File: src/sv/xcrc_pkg.sv
// Package: shared constants, types and the CRC step for the XMODEM-CRC receiver.
package xcrc_pkg;

  localparam int PACKET_BYTES_DEF = 128;
  localparam int SECTOR_BYTES_DEF = 4096;

  localparam logic [7:0] CH_SOH = 8'h01;
  localparam logic [7:0] CH_EOT = 8'h04;
  localparam logic [7:0] CH_ACK = 8'h06;
  localparam logic [7:0] CH_NAK = 8'h15;
  localparam logic [7:0] CH_CAN = 8'h18;
  localparam logic [7:0] CH_ESC = 8'h1b;

  localparam logic [15:0] CRC_POLY = 16'h1021;

  localparam logic [1:0] KIND_REPLY = 2'd0;
  localparam logic [1:0] KIND_WRITE = 2'd1;
  localparam logic [1:0] KIND_END   = 2'd2;

  localparam int QUEUE_DEPTH = 4;
  localparam int QUEUE_AW    = $clog2(QUEUE_DEPTH);
  localparam int QUEUE_CW    = $clog2(QUEUE_DEPTH + 1);
  localparam int BURST_CW    = $clog2(QUEUE_DEPTH + 2);

  typedef enum logic [2:0] {
    PH_HEADER,
    PH_SEQ,
    PH_SEQC,
    PH_DATA,
    PH_CRCH,
    PH_CRCL
  } phase_t;

  typedef enum logic [2:0] {
    BK_IDLE,
    BK_READ,
    BK_WORD,
    BK_ACK,
    BK_REPLY,
    BK_ACK_END,
    BK_END
  } back_state_t;

  typedef enum logic [1:0] {
    OP_REPLY,
    OP_BURST,
    OP_ACK_END,
    OP_END
  } cmd_op_t;

  typedef struct packed {
    cmd_op_t     op;
    logic [7:0]  reply;
    logic        end_status;
    logic [31:0] base;
    logic [31:0] count;
  } cmd_t;

  function automatic logic [15:0] crc16_byte(input logic [15:0] crc, input logic [7:0] b);
    logic [15:0] c;
    c = crc ^ {b, 8'h00};
    for (int i = 0; i < 8; i++) begin
      if (c[15]) begin
        c = {c[14:0], 1'b0} ^ CRC_POLY;
      end else begin
        c = {c[14:0], 1'b0};
      end
    end
    return c;
  endfunction

endpackage

File: src/sv/xmodem_crc_packet_receiver.sv
// Top level: XMODEM-CRC packet receiver with flash-write word output.
//
//   channel  | dir | handshake         | word
//   in_      | in  | in_valid/in_stall | in_rx_byte
//   out_     | out | out_valid/out_stall | kind, reply, erase, address, data, status, count, last
//   cfg_     | in  | cfg_valid/cfg_ready | cfg_data (image start address)
//
// The front end takes one byte per cycle; it stalls while the command queue is full, and
// on payload bytes while an earlier packet's words are still being sent out.
// Each command leaves the queue from the idle state. A good packet then gives each word by a
// buffer read, then the output register, and ends with the ACK; a lone reply or end result
// gives one output, EOT with end two. SECTOR_BYTES must be a power of two; not checked here.
// Reset is synchronous and active low; cfg_ready is always high.
module xmodem_crc_packet_receiver #(
  parameter int PACKET_BYTES = xcrc_pkg::PACKET_BYTES_DEF,
  parameter int SECTOR_BYTES = xcrc_pkg::SECTOR_BYTES_DEF
) (
  input  logic        clk,
  input  logic        rst_n,
  input  logic        in_valid,
  output logic        in_stall,
  input  logic [7:0]  in_rx_byte,
  output logic        out_valid,
  input  logic        out_stall,
  output logic [1:0]  out_kind,
  output logic [7:0]  out_reply_byte,
  output logic        out_erase_sector,
  output logic [31:0] out_write_address,
  output logic [31:0] out_data_word,
  output logic        out_end_status,
  output logic [31:0] out_byte_count,
  output logic        out_last,
  input  logic        cfg_valid,
  output logic        cfg_ready,
  input  logic [31:0] cfg_data
);
  import xcrc_pkg::*;

  localparam int Words  = (PACKET_BYTES + 3) / 4;
  localparam int WordAw = $clog2(Words);

  logic              q_push, q_ready, q_pop, q_valid;
  cmd_t              q_in_cmd, q_head_cmd;
  logic              burst_done;
  logic              mem_wr_en;
  logic [WordAw-1:0] mem_wr_addr;
  logic [31:0]       mem_wr_data;

  assign cfg_ready = 1'b1;

  xcrc_front #(
    .PACKET_BYTES(PACKET_BYTES)
  ) u_front (
    .clk         (clk),
    .rst_n       (rst_n),
    .in_valid    (in_valid),
    .in_stall    (in_stall),
    .in_rx_byte  (in_rx_byte),
    .cfg_valid   (cfg_valid),
    .cfg_data    (cfg_data),
    .q_push      (q_push),
    .q_cmd       (q_in_cmd),
    .q_ready     (q_ready),
    .burst_done  (burst_done),
    .mem_wr_en   (mem_wr_en),
    .mem_wr_addr (mem_wr_addr),
    .mem_wr_data (mem_wr_data)
  );

  xcrc_queue u_queue (
    .clk        (clk),
    .rst_n      (rst_n),
    .push       (q_push),
    .push_cmd   (q_in_cmd),
    .push_ready (q_ready),
    .pop        (q_pop),
    .pop_valid  (q_valid),
    .head_cmd   (q_head_cmd)
  );

  xcrc_back #(
    .PACKET_BYTES(PACKET_BYTES),
    .SECTOR_BYTES(SECTOR_BYTES)
  ) u_back (
    .clk               (clk),
    .rst_n             (rst_n),
    .q_valid           (q_valid),
    .q_cmd             (q_head_cmd),
    .q_pop             (q_pop),
    .burst_done        (burst_done),
    .mem_wr_en         (mem_wr_en),
    .mem_wr_addr       (mem_wr_addr),
    .mem_wr_data       (mem_wr_data),
    .out_valid         (out_valid),
    .out_stall         (out_stall),
    .out_kind          (out_kind),
    .out_reply_byte    (out_reply_byte),
    .out_erase_sector  (out_erase_sector),
    .out_write_address (out_write_address),
    .out_data_word     (out_data_word),
    .out_end_status    (out_end_status),
    .out_byte_count    (out_byte_count),
    .out_last          (out_last)
  );

endmodule

File: src/sv/xcrc_queue.sv
// Command queue between the receive front end and the result back end.
module xcrc_queue (
  input  logic           clk,
  input  logic           rst_n,
  input  logic           push,
  input  xcrc_pkg::cmd_t push_cmd,
  output logic           push_ready,
  input  logic           pop,
  output logic           pop_valid,
  output xcrc_pkg::cmd_t head_cmd
);
  import xcrc_pkg::*;

  cmd_t                entry_r [QUEUE_DEPTH];
  logic [QUEUE_AW-1:0] wptr_r, wptr_nxt;
  logic [QUEUE_AW-1:0] rptr_r, rptr_nxt;
  logic [QUEUE_CW-1:0] cnt_r, cnt_nxt;
  logic                do_push, do_pop;

  assign push_ready = cnt_r != QUEUE_CW'(QUEUE_DEPTH);
  assign pop_valid  = cnt_r != '0;
  assign head_cmd   = entry_r[rptr_r];
  assign do_push    = push & push_ready;
  assign do_pop     = pop & pop_valid;

  always_comb begin
    wptr_nxt = do_push ? wptr_r + 1'b1 : wptr_r;
    rptr_nxt = do_pop ? rptr_r + 1'b1 : rptr_r;
    cnt_nxt  = cnt_r + QUEUE_CW'(do_push) - QUEUE_CW'(do_pop);
  end

  always_ff @(posedge clk) begin
    if (!rst_n) begin
      wptr_r <= '0;
      rptr_r <= '0;
      cnt_r  <= '0;
    end else begin
      wptr_r <= wptr_nxt;
      rptr_r <= rptr_nxt;
      cnt_r  <= cnt_nxt;
    end
  end

  always_ff @(posedge clk) begin
    if (do_push) begin
      entry_r[wptr_r] <= push_cmd;
    end
  end

endmodule

File: src/sv/xcrc_front.sv
// Front end: header/sequence/CRC parsing, payload packing and command issue.
module xcrc_front #(
  parameter int  PACKET_BYTES = xcrc_pkg::PACKET_BYTES_DEF,
  localparam int Words        = (PACKET_BYTES + 3) / 4,
  localparam int WordAw       = $clog2(Words),
  localparam int PosW         = $clog2(PACKET_BYTES)
) (
  input  logic              clk,
  input  logic              rst_n,
  input  logic              in_valid,
  output logic              in_stall,
  input  logic [7:0]        in_rx_byte,
  input  logic              cfg_valid,
  input  logic [31:0]       cfg_data,
  output logic              q_push,
  output xcrc_pkg::cmd_t    q_cmd,
  input  logic              q_ready,
  input  logic              burst_done,
  output logic              mem_wr_en,
  output logic [WordAw-1:0] mem_wr_addr,
  output logic [31:0]       mem_wr_data
);
  import xcrc_pkg::*;

  phase_t              phase_r, phase_nxt;
  logic [PosW-1:0]     pos_r, pos_nxt;
  logic [7:0]          exp_seq_r, exp_seq_nxt;
  logic [7:0]          seq_r, seq_nxt;
  logic [7:0]          seqc_r, seqc_nxt;
  logic [15:0]         crc_r, crc_nxt;
  logic [7:0]          crch_r, crch_nxt;
  logic [31:0]         acc_r, acc_nxt;
  logic [31:0]         addr_r, addr_nxt;
  logic [31:0]         total_r, total_nxt;
  logic                finished_r, finished_nxt;
  logic                accepted_r, accepted_nxt;
  logic [BURST_CW-1:0] burst_cnt_r, burst_cnt_nxt;

  logic        act;
  logic        pos_last;
  logic        crc_ok;
  logic [15:0] crc_step;
  logic [31:0] acc_merge;

  assign in_stall = ~q_ready | ((phase_r == PH_DATA) & (burst_cnt_r != '0));
  assign act      = in_valid & ~in_stall & ~finished_r;
  assign pos_last = pos_r == PosW'(PACKET_BYTES - 1);
  assign crc_step = crc16_byte(crc_r, in_rx_byte);
  assign crc_ok   = ({crch_r, in_rx_byte} == crc_r) && (seq_r == exp_seq_r)
                    && (seqc_r == ~exp_seq_r);
  assign acc_merge = ((pos_r[1:0] == 2'd0) ? 32'd0 : acc_r)
                     | ({24'd0, in_rx_byte} << {pos_r[1:0], 3'b000});

  // next phase
  always_comb begin
    phase_nxt = phase_r;
    case (phase_r)
      PH_HEADER: if (act && in_rx_byte == CH_SOH) phase_nxt = PH_SEQ;
      PH_SEQ:    if (act) phase_nxt = PH_SEQC;
      PH_SEQC:   if (act) phase_nxt = PH_DATA;
      PH_DATA:   if (act && pos_last) phase_nxt = PH_CRCH;
      PH_CRCH:   if (act) phase_nxt = PH_CRCL;
      PH_CRCL:   if (act) phase_nxt = PH_HEADER;
      default:   phase_nxt = PH_HEADER;
    endcase
  end

  // datapath and command issue
  always_comb begin
    pos_nxt      = pos_r;
    exp_seq_nxt  = exp_seq_r;
    seq_nxt      = seq_r;
    seqc_nxt     = seqc_r;
    crc_nxt      = crc_r;
    crch_nxt     = crch_r;
    acc_nxt      = acc_r;
    addr_nxt     = addr_r;
    total_nxt    = total_r;
    finished_nxt = finished_r;
    accepted_nxt = accepted_r;
    q_push       = 1'b0;
    q_cmd.op         = OP_REPLY;
    q_cmd.reply      = CH_NAK;
    q_cmd.end_status = 1'b0;
    q_cmd.base       = addr_r;
    q_cmd.count      = total_r;
    mem_wr_en    = 1'b0;
    mem_wr_addr  = WordAw'(pos_r[PosW-1:2]);
    mem_wr_data  = acc_merge;
    if (act) begin
      case (phase_r)
        PH_HEADER: begin
          if (in_rx_byte == CH_SOH) begin
            pos_nxt = '0;
            crc_nxt = '0;
          end else if (in_rx_byte == CH_EOT) begin
            q_push      = 1'b1;
            q_cmd.reply = CH_ACK;
            if (total_r != 32'd0) begin
              q_cmd.op     = OP_ACK_END;
              finished_nxt = 1'b1;
            end
          end else if (in_rx_byte == CH_CAN || in_rx_byte == CH_ESC) begin
            q_push           = 1'b1;
            q_cmd.op         = OP_END;
            q_cmd.end_status = 1'b1;
            finished_nxt     = 1'b1;
          end else begin
            q_push = 1'b1;
          end
        end
        PH_SEQ:  seq_nxt = in_rx_byte;
        PH_SEQC: seqc_nxt = in_rx_byte;
        PH_DATA: begin
          acc_nxt   = acc_merge;
          crc_nxt   = crc_step;
          mem_wr_en = (pos_r[1:0] == 2'd3) | pos_last;
          pos_nxt   = pos_last ? '0 : pos_r + 1'b1;
        end
        PH_CRCH: crch_nxt = in_rx_byte;
        PH_CRCL: begin
          q_push = 1'b1;
          if (crc_ok) begin
            q_cmd.op     = OP_BURST;
            q_cmd.reply  = CH_ACK;
            q_cmd.count  = total_r + 32'(PACKET_BYTES);
            exp_seq_nxt  = exp_seq_r + 8'd1;
            addr_nxt     = addr_r + 32'(PACKET_BYTES);
            total_nxt    = total_r + 32'(PACKET_BYTES);
            accepted_nxt = 1'b1;
          end
        end
        default: ;
      endcase
    end
    if (cfg_valid && !accepted_r) begin
      addr_nxt = cfg_data;
    end
    burst_cnt_nxt = burst_cnt_r + BURST_CW'(q_push && q_cmd.op == OP_BURST)
                    - BURST_CW'(burst_done);
  end

  always_ff @(posedge clk) begin
    if (!rst_n) begin
      phase_r     <= PH_HEADER;
      pos_r       <= '0;
      exp_seq_r   <= 8'd1;
      crc_r       <= '0;
      addr_r      <= '0;
      total_r     <= '0;
      finished_r  <= 1'b0;
      accepted_r  <= 1'b0;
      burst_cnt_r <= '0;
    end else begin
      phase_r     <= phase_nxt;
      pos_r       <= pos_nxt;
      exp_seq_r   <= exp_seq_nxt;
      crc_r       <= crc_nxt;
      addr_r      <= addr_nxt;
      total_r     <= total_nxt;
      finished_r  <= finished_nxt;
      accepted_r  <= accepted_nxt;
      burst_cnt_r <= burst_cnt_nxt;
    end
  end

  always_ff @(posedge clk) begin
    seq_r  <= seq_nxt;
    seqc_r <= seqc_nxt;
    crch_r <= crch_nxt;
    acc_r  <= acc_nxt;
  end

endmodule

File: src/sv/xcrc_back.sv
// Back end: payload word buffer and result sequencer with output register.
module xcrc_back #(
  parameter int  PACKET_BYTES = xcrc_pkg::PACKET_BYTES_DEF,
  parameter int  SECTOR_BYTES = xcrc_pkg::SECTOR_BYTES_DEF,
  localparam int Words        = (PACKET_BYTES + 3) / 4,
  localparam int WordAw       = $clog2(Words),
  localparam int SectorAw     = $clog2(SECTOR_BYTES)
) (
  input  logic              clk,
  input  logic              rst_n,
  input  logic              q_valid,
  input  xcrc_pkg::cmd_t    q_cmd,
  output logic              q_pop,
  output logic              burst_done,
  input  logic              mem_wr_en,
  input  logic [WordAw-1:0] mem_wr_addr,
  input  logic [31:0]       mem_wr_data,
  output logic              out_valid,
  input  logic              out_stall,
  output logic [1:0]        out_kind,
  output logic [7:0]        out_reply_byte,
  output logic              out_erase_sector,
  output logic [31:0]       out_write_address,
  output logic [31:0]       out_data_word,
  output logic              out_end_status,
  output logic [31:0]       out_byte_count,
  output logic              out_last
);
  import xcrc_pkg::*;

  logic [31:0] mem [Words];
  logic [31:0] rd_data_r;

  back_state_t       state_r, state_nxt;
  cmd_t              cmd_r, cmd_nxt;
  logic [WordAw-1:0] widx_r, widx_nxt;
  logic [31:0]       addr_r, addr_nxt;
  logic              out_valid_r, out_valid_nxt;
  logic [1:0]        kind_r, kind_nxt;
  logic [7:0]        reply_r, reply_nxt;
  logic              erase_r, erase_nxt;
  logic [31:0]       waddr_r, waddr_nxt;
  logic [31:0]       data_r, data_nxt;
  logic              status_r, status_nxt;
  logic [31:0]       count_r, count_nxt;
  logic              last_r, last_nxt;

  logic slot_free;
  logic rd_en;
  logic word_last;

  assign slot_free = ~out_valid_r | ~out_stall;
  assign word_last = widx_r == WordAw'(Words - 1);
  assign q_pop     = (state_r == BK_IDLE) & q_valid;
  assign rd_en     = state_r == BK_READ;

  always_ff @(posedge clk) begin
    if (mem_wr_en) begin
      mem[mem_wr_addr] <= mem_wr_data;
    end
    if (rd_en) begin
      rd_data_r <= mem[widx_r];
    end
  end

  // next state
  always_comb begin
    state_nxt = state_r;
    case (state_r)
      BK_IDLE: begin
        if (q_valid) begin
          case (q_cmd.op)
            OP_BURST:   state_nxt = BK_READ;
            OP_ACK_END: state_nxt = BK_ACK_END;
            OP_END:     state_nxt = BK_END;
            default:    state_nxt = BK_REPLY;
          endcase
        end
      end
      BK_READ:    state_nxt = BK_WORD;
      BK_WORD:    if (slot_free) state_nxt = word_last ? BK_ACK : BK_READ;
      BK_ACK:     if (slot_free) state_nxt = BK_IDLE;
      BK_REPLY:   if (slot_free) state_nxt = BK_IDLE;
      BK_ACK_END: if (slot_free) state_nxt = BK_END;
      BK_END:     if (slot_free) state_nxt = BK_IDLE;
      default:    state_nxt = BK_IDLE;
    endcase
  end

  // outputs and datapath
  always_comb begin
    cmd_nxt       = q_pop ? q_cmd : cmd_r;
    widx_nxt      = q_pop ? '0 : widx_r;
    addr_nxt      = q_pop ? q_cmd.base : addr_r;
    out_valid_nxt = out_valid_r & out_stall;
    kind_nxt      = kind_r;
    reply_nxt     = reply_r;
    erase_nxt     = erase_r;
    waddr_nxt     = waddr_r;
    data_nxt      = data_r;
    status_nxt    = status_r;
    count_nxt     = count_r;
    last_nxt      = last_r;
    burst_done    = 1'b0;
    if (slot_free) begin
      case (state_r)
        BK_WORD: begin
          out_valid_nxt = 1'b1;
          kind_nxt      = KIND_WRITE;
          reply_nxt     = 8'd0;
          erase_nxt     = addr_r[SectorAw-1:0] == '0;
          waddr_nxt     = addr_r;
          data_nxt      = rd_data_r;
          status_nxt    = 1'b0;
          count_nxt     = cmd_r.count;
          last_nxt      = 1'b0;
          widx_nxt      = widx_r + 1'b1;
          addr_nxt      = addr_r + 32'd4;
        end
        BK_ACK, BK_REPLY, BK_ACK_END: begin
          out_valid_nxt = 1'b1;
          kind_nxt      = KIND_REPLY;
          reply_nxt     = (state_r == BK_REPLY) ? cmd_r.reply : CH_ACK;
          erase_nxt     = 1'b0;
          waddr_nxt     = 32'd0;
          data_nxt      = 32'd0;
          status_nxt    = 1'b0;
          count_nxt     = cmd_r.count;
          last_nxt      = state_r != BK_ACK_END;
          burst_done    = state_r == BK_ACK;
        end
        BK_END: begin
          out_valid_nxt = 1'b1;
          kind_nxt      = KIND_END;
          reply_nxt     = 8'd0;
          erase_nxt     = 1'b0;
          waddr_nxt     = 32'd0;
          data_nxt      = 32'd0;
          status_nxt    = cmd_r.end_status;
          count_nxt     = cmd_r.count;
          last_nxt      = 1'b1;
        end
        default: ;
      endcase
    end
  end

  always_ff @(posedge clk) begin
    if (!rst_n) begin
      state_r     <= BK_IDLE;
      out_valid_r <= 1'b0;
    end else begin
      state_r     <= state_nxt;
      out_valid_r <= out_valid_nxt;
    end
  end

  always_ff @(posedge clk) begin
    cmd_r    <= cmd_nxt;
    widx_r   <= widx_nxt;
    addr_r   <= addr_nxt;
    kind_r   <= kind_nxt;
    reply_r  <= reply_nxt;
    erase_r  <= erase_nxt;
    waddr_r  <= waddr_nxt;
    data_r   <= data_nxt;
    status_r <= status_nxt;
    count_r  <= count_nxt;
    last_r   <= last_nxt;
  end

  assign out_valid         = out_valid_r;
  assign out_kind          = kind_r;
  assign out_reply_byte    = reply_r;
  assign out_erase_sector  = erase_r;
  assign out_write_address = waddr_r;
  assign out_data_word     = data_r;
  assign out_end_status    = status_r;
  assign out_byte_count    = count_r;
  assign out_last          = last_r;

endmodule

File: config.mk
export PLATFORM = sky130hd
export DESIGN_NAME = xmodem_crc_packet_receiver
export DESIGN_NICKNAME = d
export VERILOG_FILES = /design/src/sv/xcrc_pkg.sv /design/src/sv/xmodem_crc_packet_receiver.sv /design/src/sv/xcrc_queue.sv /design/src/sv/xcrc_front.sv /design/src/sv/xcrc_back.sv
export SDC_FILE = /design/constraint.sdc
export NUM_CORES = 2
export LEC_CHECK = 0
export BUFFER_PORTS_ARGS = -buffer_cell sky130_fd_sc_hd__buf_2
export CELL_PAD_IN_SITES_DETAIL_PLACEMENT = 1
export CELL_PAD_IN_SITES_GLOBAL_PLACEMENT = 1
export CORE_MARGIN = 2
export CORE_UTILIZATION = 55
export DETAILED_ROUTE_END_ITERATION = 16
export GPL_TIMING_DRIVEN = 0
export PLACE_DENSITY_LB_ADDON = 0.1
export SYNTH_ARGS = -nofsm -noshare
export SYNTH_HDL_FRONTEND = slang
export SYNTH_SLANG_ARGS = --single-unit
File: constraint.sdc
create_clock -name clk -period 5.8 [get_ports clk]
set_input_delay 0.87 -clock clk [delete_from_list [all_inputs] [get_ports clk]]
set_output_delay 0.87 -clock clk [all_outputs]
set_load 0.05 [all_outputs]
; Word level (Yosys, flattened, before mapping)
; Memories as Yosys holds them, arrays and structs flattened. A register that Yosys moved wholly into a read port is not among the register bits.
; Index checks and enable logic that the tools add are counted.
[op_classes]
add_sub_neg = 12
eq_ne = 39
n_shift = 1
muxes = 78
bitwise = 27
reduce_logical = 45
[op_table]
columns = cell, n
row1 = $mux W32, 11
row2 = $pmux W32 S2, 2
row3 = $mux W13, 8
row4 = $add A32 B8 Y32 const B, 2
row5 = $add A32 B3 Y32 const B, 1
row6 = $or A32 B32 Y32, 1
row7 = $pmux W16 S2, 1
row8 = $reduce_bool A32 Y1, 1
row9 = $shl A8 B5 Y32, 1
row10 = $mux W3, 10
row11 = $not A3 Y3, 8
row12 = $mux W11, 2
row13 = $mux W5, 4
row14 = $ne A2 B1 Y1 const B, 10
row15 = $pmux W10 S2, 1
row16 = $mux W1, 18
row17 = $pmux W3 S6, 1
row18 = $reduce_and A2 Y1, 9
row19 = $eq A16 B16 Y1, 1
row20 = $eq A8 B5 Y1 const B, 2
row21 = $eq A8 B8 Y1, 2
row22 = $mux W16, 1
row23 = $pmux W8 S2, 1
row24 = $reduce_bool A2 Y1, 8
row25 = 47 further kinds, 96
[totals]
reg_bits = 357
mem_bits_rw = 1324
in_bits = 45
out_inout_bits = 112
elab_cells = 235
n_memories = 2
[memory_table]
columns = memory, depth, word_bits, rd, rd_clocked_by_memory_dff, write_ports, line
row1 = u_back.mem, 32, 32, 1, 1, 1, xcrc_back.sv:31  ; logic [31:0] mem [Words];
row2 = u_queue.entry_r, 4, 75, 1, 1, 1, xcrc_queue.sv:14  ; cmd_t entry_r [QUEUE_DEPTH];

; Longest topological paths before layout
[depth]
depth_word = 18
depth_mapped = 14
mapped_depth_nobuf = 12

; Hierarchy
; Synthesis repeated with hierarchy kept, for this count alone.
[unflattened]
cells_unflattened = 3547
area_unflattened_um2 = 66054.6
[modules_own_cells]
columns = module, n_inst, cells_per_inst, area_each_um2, seq_area_each_um2
row1 = xcrc_back, 1, 2228, 46885.0, 37055.5
row2 = xcrc_queue, 1, 439, 11287.1, 9188.8
row3 = xcrc_front, 1, 878, 7871.3, 3603.5
row4 = xmodem_crc_packet_receiver, 1, 2, 11.3, 0.0

; Least setup slack after synthesis
; OpenSTA, ideal clock, no wires.
[synth_timing]
path_kind = input to register
start = input port in_valid
end = memory u_queue.entry_r[0][10] (netlist bit), enable pin
setup_time_ns = 0.490
arrival_ns = 4.544
required_ns = 5.310
slack_ns = 0.766
path_stages = 5
path_buffers = 1
path_cell_list = nand3b_1 > nor3_1 > clkbuf_1 > a21oi_1 > nor2b_1
[synth_between]
elab_chain_len = 6
[synth_rtl]
columns = element, line
row1 = start: declaration, xmodem_crc_packet_receiver.sv:20  ; input logic in_valid,
row2 = $and A1 B1 Y1 (2 in series), xcrc_front.sv:46  ; assign act = in_valid & ~in_stall & ~finished_r;
row3 = $mux W1, xcrc_front.sv:90  ; if (act) begin
row4 = $and A1 B1 Y1, xcrc_queue.sv:23  ; assign do_push = push & push_ready;
row5 = $mux W1, xcrc_queue.sv:45  ; if (do_push) begin
row6 = $mux W1 (implied by the code), xcrc_queue.sv:46  ; entry_r[wptr_r] <= push_cmd;
row7 = end: declaration, xcrc_queue.sv:14
; Every way passes these cells.

; Worst setup path after layout
[layout_timing]
start = input port in_rx_byte[0]
end = register u_front.burst_cnt_r[2]
[layout_between]
elab_chain_len = 11
elab_cells_between_ends = 21
cone_classes = 2 x add/sub / 6 x eq/ne / 9 x mux / 4 x reduce/logical
[layout_rtl]
columns = element, line
row1 = start: declaration, xmodem_crc_packet_receiver.sv:22  ; input logic [7:0] in_rx_byte,
row2 = $eq A8 B5 Y1, xcrc_front.sv:103  ; end else if (in_rx_byte == CH_CAN || in_rx_byte == CH_ESC) begin
row3 = $logic_or A1 B1 Y1, xcrc_front.sv:103
row4 = $mux W2, xcrc_front.sv:103
row5 = $mux W2, xcrc_front.sv:96  ; end else if (in_rx_byte == CH_EOT) begin
row6 = $mux W11, xcrc_front.sv:93  ; if (in_rx_byte == CH_SOH) begin
row7 = $pmux W10 S2, xcrc_front.sv:91  ; case (phase_r)
row8 = $mux W11, xcrc_front.sv:90
row9 = $eq A2 B1 Y1, xcrc_front.sv:139  ; burst_cnt_nxt = burst_cnt_r + BURST_CW'(q_push && q_cmd.op == OP_BURST)
row10 = $logic_and A1 B1 Y1 *, xcrc_front.sv:139
row11 = $add A3 B1 Y3 *, xcrc_front.sv:139
row12 = $sub A3 B1 Y3 *, xcrc_front.sv:140  ; - BURST_CW'(burst_done);
row13 = end signal: assignment, xcrc_front.sv:163  ; burst_cnt_r <= burst_cnt_nxt;
row14 = end: declaration, xcrc_front.sv:37  ; logic [BURST_CW-1:0] burst_cnt_r, burst_cnt_nxt;
; Every way passes the cells marked *; elsewhere a longest branch is shown, timed or not.
; A chain may end at the register's enable or synchronous reset.

==> impl_metrics.json <==
{
  "grt.overflow.total": 0,
  "cts.sinks": 1631,
  "io_pins": 157,
  "regToRegStartpoint": "u_front.seq_r[5]$_DFFE_PP_",
  "rsz0062_at_grt": "false",
  "drive_gt1_share_pct": 26.6,
  "r2r_slack_ns": 1.07,
  "synth_commonest_cells": "1487 x edfxtp_1, 382 x mux4_2, 144 x dfxtp_1, 144 x nand2_1, 123 x nor2_1",
  "critPathCapture": "u_front.burst_cnt_r[2]$_SDFF_PN0_",
  "status": "finished clean",
  "p_total_uw": 29900,
  "finalSetupTns_ns": 0,
  "rows": 124,
  "netlist_instances": 3262,
  "clk_latency_ns": 0.78,
  "synth-main-ff-cell": "edfxtp_1",
  "vias_per_cell": 6.34,
  "yosysMostFrequentCell": "edfxtp_1",
  "ys_ff_latch": 1631,
  "start_util_pct": 55.4,
  "via_count": 33653,
  "grt_pass1_vias": 35540,
  "cts_tree": "yes",
  "cts_post_setup_buffers_inserted": 0,
  "antenna_found_initial": 3,
  "maxCapViolCount": 0,
  "finalNonFillerCells": 5311,
  "cp.arrival_ns": 6.07,
  "finalClockSkew_ns": 0.0261,
  "area_growth_pct": 15.3,
  "crit_path_max_incr_delay_ns": 0.95,
  "yosysTopAreaCellShare_pct": 70.4,
  "cp.required_ns": 6.43,
  "r2r_end": "u_front.burst_cnt_r[2]$_SDFF_PN0_",
  "fmax_mhz": 184,
  "setup_violations": 0,
  "yosys_warnings": 0,
  "path_clk_slew_ns": 0.06,
  "die_y_um": 343,
  "grt_first_pass_wirelength_um": 248000,
  "hold_buffers": 0,
  "nets": 3727,
  "rr_worst_depth": 13,
  "routabilityCongestion": 0.846,
  "portBuffers": 144,
  "drt_first_pass_iters": 5,
  "routed_wl_um": 171000,
  "slew_viol_final": 0,
  "setup.worst_path.start": "in_rx_byte[0]",
  "cp_num_buf_inv": 5,
  "criticalPathCategory": "input port to flop",
  "cpMaxStageDelayCell": "clkbuf_1",
  "syn_avg_cell_area_um2": 19.4,
  "slew-limit-headroom_pct": 7.79,
  "synth_edf_count": 1487,
  "hold_ws_ns": 0.343,
  "clk_path_buf_depth": 3,
  "p_leak_uw": 0.0228,
  "htreeDepth": 4,
  "drtAntennaViolNets": 0,
  "power.density_nw_per_um2": 409,
  "grt_start_max_net_pins": 34,
  "die_w_um": 343,
  "cp_top_family": "simple AND/OR/NAND/NOR gates",
  "synth_area_um2": 63400,
  "drt-initial-drc-count": 3697,
  "critPathMaxFanout": 10,
  "crit_cells": 15,
  "numCtsBuffers": 164,
  "dpl.cell_count": 5006,
  "dpl.hpwl_um": 114000,
  "post_cts_resized": 0,
  "final.min_clock_period_ns": 5.44,
  "track_usage_pct": 29.6,
  "ys_seq_area_share_pct": 75.0,
  "dieArea_um2": 118000,
  "postLayoutCoreUtil_pct": 63.9,
  "endpoint_kind": "flop",
  "async_reset_ff_share_pct": 0,
  "wire_per_inst_um": 32.1,
  "worstPathCellList": "buf_2 -> clkbuf_1 -> xor2_1 -> nor4_1 -> nand4_1 -> nor2_1 -> nand2_1 -> inv_1 -> buf_2 -> ha_1 -> inv_1 -> fa_1 -> xor2_1 -> xnor2_1 -> nor2_1",
  "peakVddDrop_mv": 0.362,
  "hold_viol_final": 0,
  "synth_area_leaders": "edfxtp_1 70%, mux4_2 14%, dfxtp_1 4.5%",
  "synth_top_cell_by_area": "edfxtp_1",
  "drcViolationCount": 0,
  "clk_root_buffer_cell": "clkbuf_16",
  "worst_slew_pin_slew_ns": 1.38,
  "hp-class": "input port to flop",
  "crit_path_start_kind": "input port",
  "coreArea_um2": 114000,
  "yosysUniqueCellTypes": 73,
  "min_period_over_period_pct": 93.8
}
==> worst min path at each step <==
stage	start	endpoint	slack, ns	depth (start not counted)
4_1_cts	in_rx_byte[3]	u_front.crch_r[3]$_DFFE_PP_	0.30	1
5_1_grt	in_rx_byte[3]	u_front.seqc_r[3]$_DFFE_PP_	0.33	1
3_5_place_dp	u_back.cmd_r[23]$_DFFE_PP_	u_back.out_byte_count[23]$_DFFE_PP_	0.41	0
3_3_place_gp	u_back.cmd_r[29]$_DFFE_PP_	u_back.out_byte_count[29]$_DFFE_PP_	0.40	0
6_report	in_rx_byte[3]	u_front.crch_r[3]$_DFFE_PP_	0.34	1
2_1_floorplan	u_back.cmd_r[10]$_DFFE_PP_	u_back.out_byte_count[10]$_DFFE_PP_	0.40	0
==> registers in the layout, summed over array words and instances (netlist names), 5 cells and up, named ones only <==
register                  flops
u_front.pos_r                 7
u_front.crch_r                8
u_front.seq_r                 8
u_back.addr_r                32
u_front.addr_r               32
u_queue.entry_r             248
u_back.out_byte_count        25
u_back.cmd_r                 28
u_front.crc_r                16
u_front.exp_seq_r             8
u_back.widx_r                 5
u_front.acc_r                32
u_back.out_data_word         32
u_front.total_r              25
u_back.rd_data_r             32
u_back.mem                 1024
u_back.out_write_address     32
u_front.seqc_r                8
==> per-layer routing <==
layer	global-route usage, %	part of all wire, %	up-vias
met5	0	0.0076	-
met4	11.4	3.8	2
met3	5.03	7.1	328
met2	50.4	51	1598
met1	38.5	38	17837
li1	-	-	13888
==> where the power goes <==
group          leakage (uW)  internal, uW  switching [uW]
Clock               0.00257          5930            4430
Combinational       0.00596          1760            3570
Sequential           0.0142         13800             406
==> per-stage QoR <==
step | area (um2) | setup slack, ns
6_report | 73100 | 0.358
5_1_grt | 73100 | 0.0359
4_1_cts | 73100 | 0.560
3_3_place_gp | 66000 | -2.61
2_1_floorplan | 63400 | 0.766
3_5_place_dp | 67800 | -0.198
==> cell type report <==
class                      instances  area, um2
sequential                      1631      47500
fill                            9526      41200
multi-input combinational       1394      15300
clock buffer                     213       4490
timing repair buffer             222       2090
tap                             1512       1890
buffer                           184        801
clock inverter                    91        767
inverter                          63        236
antenna                            1       2.50
==> kinds of logic (layout without fill, tap and decap cells) <==
group                    Yosys count  count (layout)  share of synthesized area [%]
flip-flops                      1631            1631                           75.0
buffers and inverters            247             773                           1.63
multiplexers                     435             435                           14.5
AO/OA/AOI/OAI                    235             235                           2.23
adder cells (fa/ha/maj)           22              22                          0.458
AND/OR/NAND/NOR                  593             593                           4.88
other                              2              13                         0.0118
XOR/XNOR                          97              97                           1.34
==> cell usage in the layout, fill, tap and decap left out, types with 25 or more instances in the layout <==
cell / netlist / routed
nor2_4: 0 / 30
clkbuf_16: 0 / 169
and2_1: 84 / 84
buf_1: 29 / 26
nor2_1: 123 / 93
xor2_1: 54 / 54
xnor2_1: 43 / 43
edfxtp_1: 1487 / 1487
clkinv_1: 0 / 33
a21oi_1: 57 / 55
o21ai_0: 86 / 54
buf_2: 25 / 171
nand2_1: 144 / 144
buf_12: 0 / 42
nand4_1: 25 / 25
mux4_2: 382 / 382
nand3_1: 51 / 51
mux2_2: 32 / 32
clkbuf_1: 113 / 145
o21ai_2: 0 / 32
inv_1: 61 / 61
clkinv_2: 0 / 28
nand2b_1: 25 / 25
nor3_1: 32 / 30
dfxtp_1: 144 / 144
Note: power is estimated with default switching activity, not from simulation.
